## src/rtl/kdcc_pkg.sv

```systemverilog
// ----------------------------------------------------------------------------
// kdcc_pkg: shared types and constants of the knob change detector
// Beat payloads, request codes, control codes and the fixed knob table.
// ----------------------------------------------------------------------------
`default_nettype none

package kdcc_pkg;

    // Number of knobs with a stored value.
    localparam int NUM_KNOBS = 32;
    localparam int KNOB_IDX_W = 5;
    localparam int VAL_W = 10;

    // Converter rail values.
    localparam logic [VAL_W-1:0] RAIL_LOW = 10'd0;
    localparam logic [VAL_W-1:0] RAIL_HIGH = 10'd1023;

    // Register reset values.
    localparam logic [VAL_W-1:0] CHANGE_TH_RST = 10'd8;
    localparam logic [VAL_W-1:0] TARGET_TH_RST = 10'd25;

    // Register indexes on the configuration port.
    localparam logic REG_CHANGE_TH = 1'b0;
    localparam logic REG_TARGET_TH = 1'b1;

    // Request type codes.
    localparam logic [1:0] REQ_SAMPLE = 2'd0;
    localparam logic [1:0] REQ_PRELOAD = 2'd1;
    localparam logic [1:0] REQ_BUTTON = 2'd2;

    // Control codes with special handling.
    localparam logic [4:0] CODE_LFO_TARGET = 5'd8;
    localparam logic [4:0] CODE_PARA = 5'd19;
    localparam logic [4:0] CODE_NONE = 5'd31;

    localparam logic [1:0] CHAN_PARA = 2'd1;
    localparam logic [6:0] CC_MAX = 7'd127;
    localparam logic [6:0] CC_MIN = 7'd0;

    // One request beat.
    typedef struct packed {
        logic [1:0]            req_type;
        logic [KNOB_IDX_W-1:0] knob_index;
        logic [VAL_W-1:0]      sample_value;
        logic                  button_level;
    } t_req_item;

    // One control-change beat.
    typedef struct packed {
        logic [1:0] midi_channel;
        logic [4:0] control_code;
        logic [6:0] control_value;
        logic       led_level;
    } t_cc_item;

    // Channel of each knob in panel order.
    function automatic logic [1:0] knob_chan(input logic [KNOB_IDX_W-1:0] ix);
        logic [1:0] ch;
        case (ix)
            5'd4, 5'd5, 5'd6, 5'd7,
            5'd21, 5'd22, 5'd23, 5'd24: ch = 2'd2;
            5'd8, 5'd9, 5'd10, 5'd11:   ch = 2'd3;
            default:                    ch = 2'd1;
        endcase
        return ch;
    endfunction

    // Dense control code of each knob; the last knob has no entry.
    function automatic logic [4:0] knob_code(input logic [KNOB_IDX_W-1:0] ix);
        logic [4:0] cd;
        case (ix)
            5'd0:  cd = 5'd0;
            5'd1:  cd = 5'd1;
            5'd2:  cd = 5'd2;
            5'd3:  cd = 5'd3;
            5'd4:  cd = 5'd2;
            5'd5:  cd = 5'd0;
            5'd6:  cd = 5'd3;
            5'd7:  cd = 5'd1;
            5'd8:  cd = 5'd2;
            5'd9:  cd = 5'd0;
            5'd10: cd = 5'd1;
            5'd11: cd = 5'd3;
            5'd12: cd = 5'd4;
            5'd13: cd = 5'd5;
            5'd14: cd = 5'd6;
            5'd15: cd = 5'd7;
            5'd16: cd = CODE_LFO_TARGET;
            5'd17: cd = 5'd9;
            5'd18: cd = 5'd10;
            5'd19: cd = 5'd11;
            5'd20: cd = 5'd12;
            5'd21: cd = CODE_LFO_TARGET;
            5'd22: cd = 5'd12;
            5'd23: cd = 5'd11;
            5'd24: cd = 5'd9;
            5'd25: cd = 5'd13;
            5'd26: cd = 5'd14;
            5'd27: cd = 5'd15;
            5'd28: cd = 5'd16;
            5'd29: cd = 5'd17;
            5'd30: cd = 5'd18;
            default: cd = CODE_NONE;
        endcase
        return cd;
    endfunction

endpackage

`default_nettype wire

```

## src/rtl/knob_deadband_to_control_change_unit.sv

```systemverilog
// ----------------------------------------------------------------------------
// knob_deadband_to_control_change_unit: knob deadband and para button to CC
// Each request beat is registered, evaluated against the stored knob value
// or button level, and any control change lands in a result register. A
// new request beat is taken every cycle while results drain; a request
// passes through the input register and then the result register, around
// the combinational compare, the constant scaling and the knob table
// lookup. Knob values are undefined until preloaded; sampling a knob that
// was never preloaded gives an unspecified result. The two deadbands are
// written through the APB port at 0x0 and 0x4.
// ----------------------------------------------------------------------------
`default_nettype none

module knob_deadband_to_control_change_unit
    import kdcc_pkg::*;
(
    input  wire logic        i_clk,
    input  wire logic        i_rst_n,
    // Request channel.
    input  wire logic        i_in_valid,
    output logic             o_in_ready,
    input  wire t_req_item   i_req,
    // Result channel.
    output logic             o_out_valid,
    input  wire logic        i_out_ready,
    output t_cc_item         o_cc,
    // Configuration port.
    input  wire logic        psel,
    input  wire logic        penable,
    input  wire logic        pwrite,
    input  wire logic [2:0]  paddr,
    input  wire logic [31:0] pwdata,
    output logic [31:0]      prdata,
    output logic             pready
);

    logic [VAL_W-1:0]  r_change_th;
    logic [VAL_W-1:0]  r_target_th;

    logic              r_in_vld;
    t_req_item         r_in;
    logic              r_out_vld;
    t_cc_item          r_out;

    logic [VAL_W-1:0]  r_knob [NUM_KNOBS];
    logic              r_btn;
    logic              r_para;

    logic              s_adv;
    logic              s_in_range;
    logic [VAL_W-1:0]  s_prev;
    logic [VAL_W-1:0]  s_diff;
    logic [4:0]        s_code;
    logic              s_target;
    logic              s_hit;
    logic              s_pass;
    logic [16:0]       s_y127;
    logic [10:0]       s_rem127;
    logic [6:0]        s_q127;
    logic [12:0]       s_y8;
    logic [10:0]       s_rem8;
    logic [3:0]        s_q8;
    logic [3:0]        s_tval;
    logic              s_edge;
    logic              s_store;
    logic              s_emit;
    logic              n_para;
    logic              n_btn;
    t_cc_item          n_out;

    // Configuration port: always ready, writes in the access phase.
    assign pready = 1'b1;
    assign prdata = (paddr[2] == REG_TARGET_TH) ? {22'd0, r_target_th}
                                                : {22'd0, r_change_th};

    always_ff @(posedge i_clk) begin
        if (!i_rst_n) begin
            r_change_th <= CHANGE_TH_RST;
            r_target_th <= TARGET_TH_RST;
        end else if (psel && penable && pwrite && pready) begin
            if (paddr[2] == REG_TARGET_TH) begin
                r_target_th <= pwdata[VAL_W-1:0];
            end else begin
                r_change_th <= pwdata[VAL_W-1:0];
            end
        end
    end

    // The input register moves on when the result register is free or drains.
    assign s_adv = r_in_vld && (!r_out_vld || i_out_ready);
    assign o_in_ready = !r_in_vld || s_adv;

    always_ff @(posedge i_clk) begin
        if (!i_rst_n) begin
            r_in_vld <= 1'b0;
        end else if (o_in_ready) begin
            r_in_vld <= i_in_valid;
        end
    end

    always_ff @(posedge i_clk) begin
        if (i_in_valid && o_in_ready) begin
            r_in <= i_req;
        end
    end

    // Deadband compare against the stored knob value.
    assign s_in_range = {1'b0, r_in.knob_index} < 6'(NUM_KNOBS);
    assign s_prev = r_knob[r_in.knob_index];
    assign s_diff = (r_in.sample_value >= s_prev) ? (r_in.sample_value - s_prev)
                                                  : (s_prev - r_in.sample_value);
    assign s_code = knob_code(r_in.knob_index);
    assign s_target = (s_code == CODE_LFO_TARGET);
    assign s_hit = (s_diff > r_change_th)
                || (r_in.sample_value == RAIL_LOW && s_prev != RAIL_LOW)
                || (r_in.sample_value == RAIL_HIGH && s_prev != RAIL_HIGH);
    assign s_pass = s_hit && (!s_target || s_diff > r_target_th);

    // Scaling by 127/1023: 1023 = 1024 - 1, so the quotient is the top bits
    // plus one correction when the remainder reaches 1023.
    assign s_y127 = ({7'd0, r_in.sample_value} << 7) - {7'd0, r_in.sample_value};
    assign s_rem127 = {1'b0, s_y127[9:0]} + {4'd0, s_y127[16:10]};
    assign s_q127 = s_y127[16:10] + {6'd0, (s_rem127 >= {1'b0, RAIL_HIGH})};

    // Target knobs: 8 - v*8/1023, with zero raised to one.
    assign s_y8 = {r_in.sample_value, 3'd0};
    assign s_rem8 = {1'b0, s_y8[9:0]} + {8'd0, s_y8[12:10]};
    assign s_q8 = {1'b0, s_y8[12:10]} + {3'd0, (s_rem8 >= {1'b0, RAIL_HIGH})};
    assign s_tval = (s_q8 == 4'd8) ? 4'd1 : (4'd8 - s_q8);

    // Request decode: knob store, button edge and result assembly.
    always_comb begin
        s_store = 1'b0;
        s_emit = 1'b0;
        s_edge = 1'b0;
        n_para = r_para;
        n_btn = r_btn;
        n_out.midi_channel = knob_chan(r_in.knob_index);
        n_out.control_code = s_code;
        n_out.control_value = s_target ? {3'd0, s_tval} : s_q127;
        n_out.led_level = !r_para;
        unique case (r_in.req_type)
            REQ_PRELOAD: begin
                s_store = s_in_range;
            end
            REQ_SAMPLE: begin
                s_store = s_in_range && s_pass;
                s_emit = s_store && (s_code != CODE_NONE);
            end
            REQ_BUTTON: begin
                s_edge = !r_in.button_level && r_btn;
                n_btn = r_in.button_level;
                n_para = r_para ^ s_edge;
                s_emit = s_edge;
                n_out.midi_channel = CHAN_PARA;
                n_out.control_code = CODE_PARA;
                n_out.control_value = n_para ? CC_MAX : CC_MIN;
                n_out.led_level = !n_para;
            end
            default: begin
                s_store = 1'b0;
            end
        endcase
    end

    // Knob value store, written as the request beat retires.
    always_ff @(posedge i_clk) begin
        if (s_adv && s_store) begin
            r_knob[r_in.knob_index] <= r_in.sample_value;
        end
    end

    // Button level and para mode.
    always_ff @(posedge i_clk) begin
        if (!i_rst_n) begin
            r_btn <= 1'b0;
            r_para <= 1'b0;
        end else if (s_adv) begin
            r_btn <= n_btn;
            r_para <= n_para;
        end
    end

    // Result register.
    always_ff @(posedge i_clk) begin
        if (!i_rst_n) begin
            r_out_vld <= 1'b0;
        end else if (s_adv) begin
            r_out_vld <= s_emit;
        end else if (i_out_ready) begin
            r_out_vld <= 1'b0;
        end
    end

    always_ff @(posedge i_clk) begin
        if (s_adv && s_emit) begin
            r_out <= n_out;
        end
    end

    assign o_out_valid = r_out_vld;
    assign o_cc = r_out;

    // An empty input register always takes a beat.
    a_ready_when_empty: assert property (@(posedge i_clk) disable iff (!i_rst_n)
        !r_in_vld |-> o_in_ready)
        else $error("input register empty but not ready");

    // Para mode only changes when a button beat retires.
    a_para_on_button: assert property (@(posedge i_clk) disable iff (!i_rst_n)
        (r_para != $past(r_para)) |-> $past(s_adv && r_in.req_type == REQ_BUTTON))
        else $error("para mode changed without a button beat");

    // A para result carries channel 1 and a value that matches the LED.
    a_para_result: assert property (@(posedge i_clk) disable iff (!i_rst_n)
        (o_out_valid && o_cc.control_code == CODE_PARA) |->
            (o_cc.midi_channel == CHAN_PARA)
            && ((o_cc.control_value == CC_MAX) == !o_cc.led_level))
        else $error("malformed para mode result");

    // Target knob values stay within one to eight.
    a_target_range: assert property (@(posedge i_clk) disable iff (!i_rst_n)
        (o_out_valid && o_cc.control_code == CODE_LFO_TARGET) |->
            (o_cc.control_value >= 7'd1 && o_cc.control_value <= 7'd8))
        else $error("target knob value out of range");

    // A beat that produces a result is never dropped while the slot is held.
    a_result_held: assert property (@(posedge i_clk) disable iff (!i_rst_n)
        (r_out_vld && !i_out_ready) |-> !s_adv)
        else $error("result register overwritten while stalled");

endmodule

`default_nettype wire

```

## config.mk

```make
export PLATFORM = sky130hd
export DESIGN_NAME = knob_deadband_to_control_change_unit
export DESIGN_NICKNAME = d
export VERILOG_FILES = /design/src/rtl/kdcc_pkg.sv /design/src/rtl/knob_deadband_to_control_change_unit.sv
export SDC_FILE = /design/constraint.sdc
export NUM_CORES = 1
export LEC_CHECK = 0
export ABC_AREA = 1
export ABC_CLOCK_PERIOD_IN_PS = 6210
export BUFFER_PORTS_ARGS = -buffer_cell sky130_fd_sc_hd__buf_2
export CORE_UTILIZATION = 27
export CTS_CLUSTER_SIZE = 28
export DETAILED_ROUTE_END_ITERATION = 12
export GPL_TIMING_DRIVEN = 0
export PLACE_DENSITY = 0.46
export SYNTH_ARGS = -nofsm -noshare
export SYNTH_HDL_FRONTEND = slang
export SYNTH_SLANG_ARGS = --single-unit
```

## constraint.sdc

```tcl
create_clock -name i_clk -period 6.21 [get_ports i_clk]
set_input_delay 0 -clock i_clk [delete_from_list [all_inputs] [get_ports i_clk]]
set_output_delay 0 -clock i_clk [all_outputs]
set_load 0.03 [all_outputs]
```

# Yosys cells after proc, flatten, opt, wreduce, memory -nomap -nowiden
# Memory sizes are Yosys's and may differ from the RTL's. A register that Yosys moved wholly into a read port is not among the register bits.
# Index checks and enable logic that the tools add are counted.
[classes] add_sub_neg=8 n_lt_le_gt_ge=5 eq_ne=7 n_mux=14 n_bitwise=2 n_reduce_logical=29
[ops] operator="$ge 11x10->1 const B" n=2
[ops] operator="$gt 10x10->1" n=2
[ops] operator="$mux 10" n=2
[ops] operator="$sub 10x10->10" n=2
[ops] operator="$sub 17x10->17" n=1
[ops] operator="$mux 7" n=2
[ops] operator="$add 10x3->11" n=1
[ops] operator="$add 10x7->11" n=1
[ops] operator="$logic_and 1x1->1" n=11
[ops] operator="$eq 10x10->1 const B" n=1
[ops] operator="$ge 10x10->1" n=1
[ops] operator="$logic_not 10->1" n=1
[ops] operator="$mux 5" n=2
[ops] operator="$ne 10x10->1 const B" n=1
[ops] operator="$reduce_bool 10->1" n=1
[ops] operator="$mux 8" n=1
[ops] operator="$add 7x1->7" n=1
[ops] operator="$logic_not 1->1" n=6
[ops] operator="$reduce_and 2->1" n=3
[ops] operator="$eq 5x4->1 const B" n=1
[ops] operator="$logic_or 1x1->1" n=5
[ops] operator="$ne 5x5->1 const B" n=1
[ops] operator="$add 3x1->4" n=1
[ops] operator="$eq 4x4->1 const B" n=1
[ops] operator="other kinds (10)" n=14
[word_totals] reg_bits=55 ram_bits=320 romBits=224 in_bits=60 output_inout_bits=50 memories=3
[memory_table] name="r_knob" depth=32 width=10 rd=1 rd_ports_with_merged_regs=1 wr=1 line_no="knob_deadband_to_control_change_unit.sv:45" rtl="logic [VAL_W-1:0] r_knob [NUM_KNOBS];"
[memory_table] name="(no name shown)" depth=32 width=5 rd=1 rd_ports_with_merged_regs=1 wr=0 line_no="kdcc_pkg.sv:71" rtl="case (ix)"
[memory_table] name="(no name shown)" depth=32 width=2 rd=1 rd_ports_with_merged_regs=1 wr=0 line_no="kdcc_pkg.sv:59" rtl="case (ix)"

# Longest topological paths before layout
[logic_depth] ltp_word=10 ltp_mapped=34

# Least setup slack after synthesis
# OpenSTA, ideal clock, no wires.
[synth_path] kind="register to register" from="register with a tool-made name" to="memory r_knob[0][0] (enable)" arrival_time_ns=4.709 slack_ns=1.125 stages_incl_launch_ff=33 n_path_buf=4 cell_sequence="dfxtp_1 buf_4 buf_4 buf_4 nand2_1 nand3_1 nand3_1 nand2_1 nand2_1 nand2_1 nand2_1 nand2_1 ha_1 nand2_1 nor2_1 nand4_1 o2111ai_1 buf_2 mux2_2 ha_1 inv_1 nor2_1 nor2_1 o21a_1 o21ai_0 nand3_1 a21oi_1 o22ai_1 nand2_1 nand2_2 nand2_4 nand3_2 nor2_1"
[synth_lines] element="end: declaration" line_no="knob_deadband_to_control_change_unit.sv:45"

==> impl_metrics.json <==
{
  "syn_area_um2": 18300,
  "globalRouteOverflowTotal": 0,
  "drv_cap": 0,
  "tightest_slew_ns": 1.15,
  "firstDrtPassIters": 5,
  "dieWidth_um": 263,
  "hold_viol": 0,
  "nets": 2167,
  "antennaDiodeCount": 0,
  "track_usage": 0.170,
  "fin_skew_ns": 0.0235,
  "ant_nets": 0,
  "clockRootBuffer": "clkbuf_16",
  "reg2reg_to": "r_knob[10][4]$_DFFE_PP_",
  "multi_input_area_um2": 6490,
  "async_flop_share": 0,
  "ys_ff_latch": 387,
  "clock_path_buffers": 3,
  "p_total_mw": 6.72,
  "io_pins": 110,
  "r2r_slack_ns": 0.31,
  "vias": 14064,
  "cts_made_buffers": 45,
  "wl_per_cell_um": 20.0,
  "cp-start-kind": "flip-flop",
  "endpoint_kind": "flip-flop",
  "crit_buf_inv": 6,
  "yosysWarnings": 0,
  "grt_max_degree": 40,
  "nFillCells": 6661,
  "ys_seq_area_frac": 0.615,
  "syn_to_final_growth_pct": 26.3,
  "die_h_um": 263,
  "min_path_type": "in -> reg",
  "final_area_um2": 23200,
  "gp_congestion": 0.843,
  "seqCellArea_um2": 11300,
  "slowest_delay_ns": 0.59,
  "dr.first_iter.drc_count": 1164,
  "status": "complete, no violations",
  "numClockSinks": 387,
  "core_area_um2": 67200,
  "htreeDepth": 2,
  "r2r_cells": 30,
  "hpwl_um": 40100,
  "grt_pass1_wl_um": 88100,
  "crit_family": "simple AND/OR/NAND/NOR gates",
  "synthCells": 1813,
  "antenna_found_initial": 0,
  "first_global_vias": 13958,
  "clk_latency_ns": 0.59,
  "max_freq_mhz": 170,
  "period_share": 0.950,
  "cts_tree": "done",
  "cp.required_ns": 6.49,
  "slew_violations": 0,
  "setup-tns-final_ns": 0,
  "postSynthAreaPerCell_um2": 10.1,
  "drt-total-wl_um": 59000,
  "rows": 95,
  "crit_slowest_cell": "clkbuf_1",
  "synth_flop_cell": "edfxtp_1",
  "drc": 0,
  "p_leak_nw": 9.04,
  "power.density_nw_per_um2": 290,
  "whs_path_depth": 4,
  "synth_cell_types": 51,
  "drive_gt1_frac": 0.167,
  "hold_start": "i_in_valid",
  "port_buffers": 61,
  "avgViaCountPerCell": 4.77,
  "setup_viol": 0,
  "ir_drop_v": 0.000214,
  "crit_type": "reg -> reg",
  "dpl_cell_area_um2": 20000,
  "relSlewSlack": 0.236,
  "arrival_ns": 6.18,
  "whs_endpoint": "r_in_vld$_SDFFE_PN0N_",
  "critPathMaxFanout": 10,
  "clk_pin_slew_worst_paths_ns": 0.06,
  "crit_top_cell": "nand2_1",
  "dieArea_um2": 69000,
  "start_util": 0.273,
  "synth-edff-count": 353,
  "min_period_ns": 5.90
}
worst register-to-register path, delay by kind of cell, from the launching register on:
kind	cells	cell delay, ns
simple gates	15	1.99
buf+inv	6	1.34
compound gates	6	1.02
fa+ha+maj	2	0.63
flops	1	0.44
xor+xnor	1	0.20
sequential cells by signal (all words and copies together) (netlist names), named ones only:
signal       flops
o_cc            15
o_out_valid      1
r_btn            1
r_change_th     10
r_in            18
r_in_vld         1
r_knob         320
r_para           1
r_target_th     10
s_code           5
synth_stat cells, types with 2 or more instances:
library cell	instances	area [um^2]
clkinv_1	2	7.51
o21bai_1	2	15.0
nor2_1	82	308
xor2_1	18	158
o21ai_0	60	300
o2111ai_1	2	17.5
o21ai_1	2	10.0
buf_2	28	140
nand2_1	553	2080
a21oi_1	58	290
buf_1	4	15.0
a21o_1	3	22.5
nand2_4	2	22.5
conb_1	2	7.51
fa_1	3	60.1
clkbuf_1	24	90.1
o22ai_1	3	18.8
xnor2_1	7	61.3
or2_2	6	37.5
dfxtp_1	34	681
ha_1	60	751
nand4_4	2	42.5
nand4_1	12	75.1
mux2_2	2	22.5
edfxtp_1	353	10600
nand3_2	2	20.0
nor3_1	10	50.1
inv_1	114	428
inv_2	6	22.5
a221oi_1	3	26.3
nor3b_2	4	50.1
buf_4	43	323
o31ai_1	6	45.0
nand3_1	284	1420
cells by family after synthesis:
| family | share of synthesized area |
|---|---|
| simple gates | 0.226 |
| xor+xnor | 0.0119 |
| buf+inv | 0.0569 |
| compound gates | 0.0451 |
| fa+ha+maj | 0.0442 |
| flops | 0.615 |
| mux | 0.00123 |
| other cells | 0.000409 |
worst max-delay path by stage:
stage	start	endpoint	slack, ns	depth (start not counted)
global route	flip-flop	r_knob[0][1]$_DFFE_PP_	-0.04	33
global placement	r_in[5]$_DFFE_PP_	r_knob[12][9]$_DFFE_PP_	-1.41	22
finish	flip-flop	r_knob[10][4]$_DFFE_PP_	0.31	30
floorplan	flip-flop	r_knob[0][0]$_DFFE_PP_	1.12	32
CTS	flip-flop	r_knob[10][9]$_DFFE_PP_	0.002	36
detailed placement	flip-flop	r_knob[24][5]$_DFFE_PP_	-1.39	30
power breakdown:
group / total [mW] / internal, mW / switching, mW
clock network: 2.50 / 1.43 / 1.08
registers: 2.92 / 2.88 / 0.0377
logic: 1.30 / 0.460 / 0.844
total: 6.72 / 4.77 / 1.96
stage by stage:
step,hold WS [ns],worst slack [ns],util,std cells
after floorplan,0.0989,1.12,-,1834
after global placement,0.177,-1.41,0.295,2768
after detailed placement,0.178,-1.39,0.298,2775
after CTS,0.0254,0.00161,0.339,2943
after global routing,0.0754,-0.0396,0.345,2951
final,0.0369,0.313,0.345,2951
cell type report:
cell class / count / share of cell area
repair buffers: 164 / 0.0764
clock inverters: 19 / 0.00588
flip-flops and latches: 387 / 0.487
plain buffers: 99 / 0.0302
inverters: 123 / 0.0203
clock buffers: 62 / 0.0531
well taps: 873 / 0.0471
multi-input cells: 1224 / 0.280
timing repair:
action,in CTS,in global routing
buffers inserted,49,4
hold buffers,39,0
hold endpoints to repair,50,0
resized for setup,79,65
pin swaps,32,18
endpoints found under the setup margin,335,335
layout by cell type (no fill, tap or decap), drive strengths merged, types with 3 or more instances in the layout:
cell / count
ha: 60
edfxtp: 353
o31ai: 6
or2: 6
a21o: 3
a221oi: 3
inv: 123
nor2: 82
nor3b: 4
a21oi: 58
o22ai: 3
nor3: 11
xnor2: 7
conb: 23
clkinv: 15
xor2: 18
dlygate4sd3: 39
dfxtp: 34
nand4: 14
clkbuf: 89
buf: 197
fa: 3
nand2: 556
o21ai: 62
clkinvlp: 3
nand3: 286
layer usage:
metal | GRT usage | vias to the layer above | wire [um] | share of wire
met3 | 0.0257 | 97 | 3580 | 0.061
met5 | 0 | - | 0 | 0
met2 | 0.278 | 477 | 27500 | 0.47
met1 | 0.231 | 6826 | 26600 | 0.45
li1 | - | 6664 | - | -
met4 | 0.0499 | 0 | 1280 | 0.022
No activity file was read; power rests on OpenSTA's default activity.
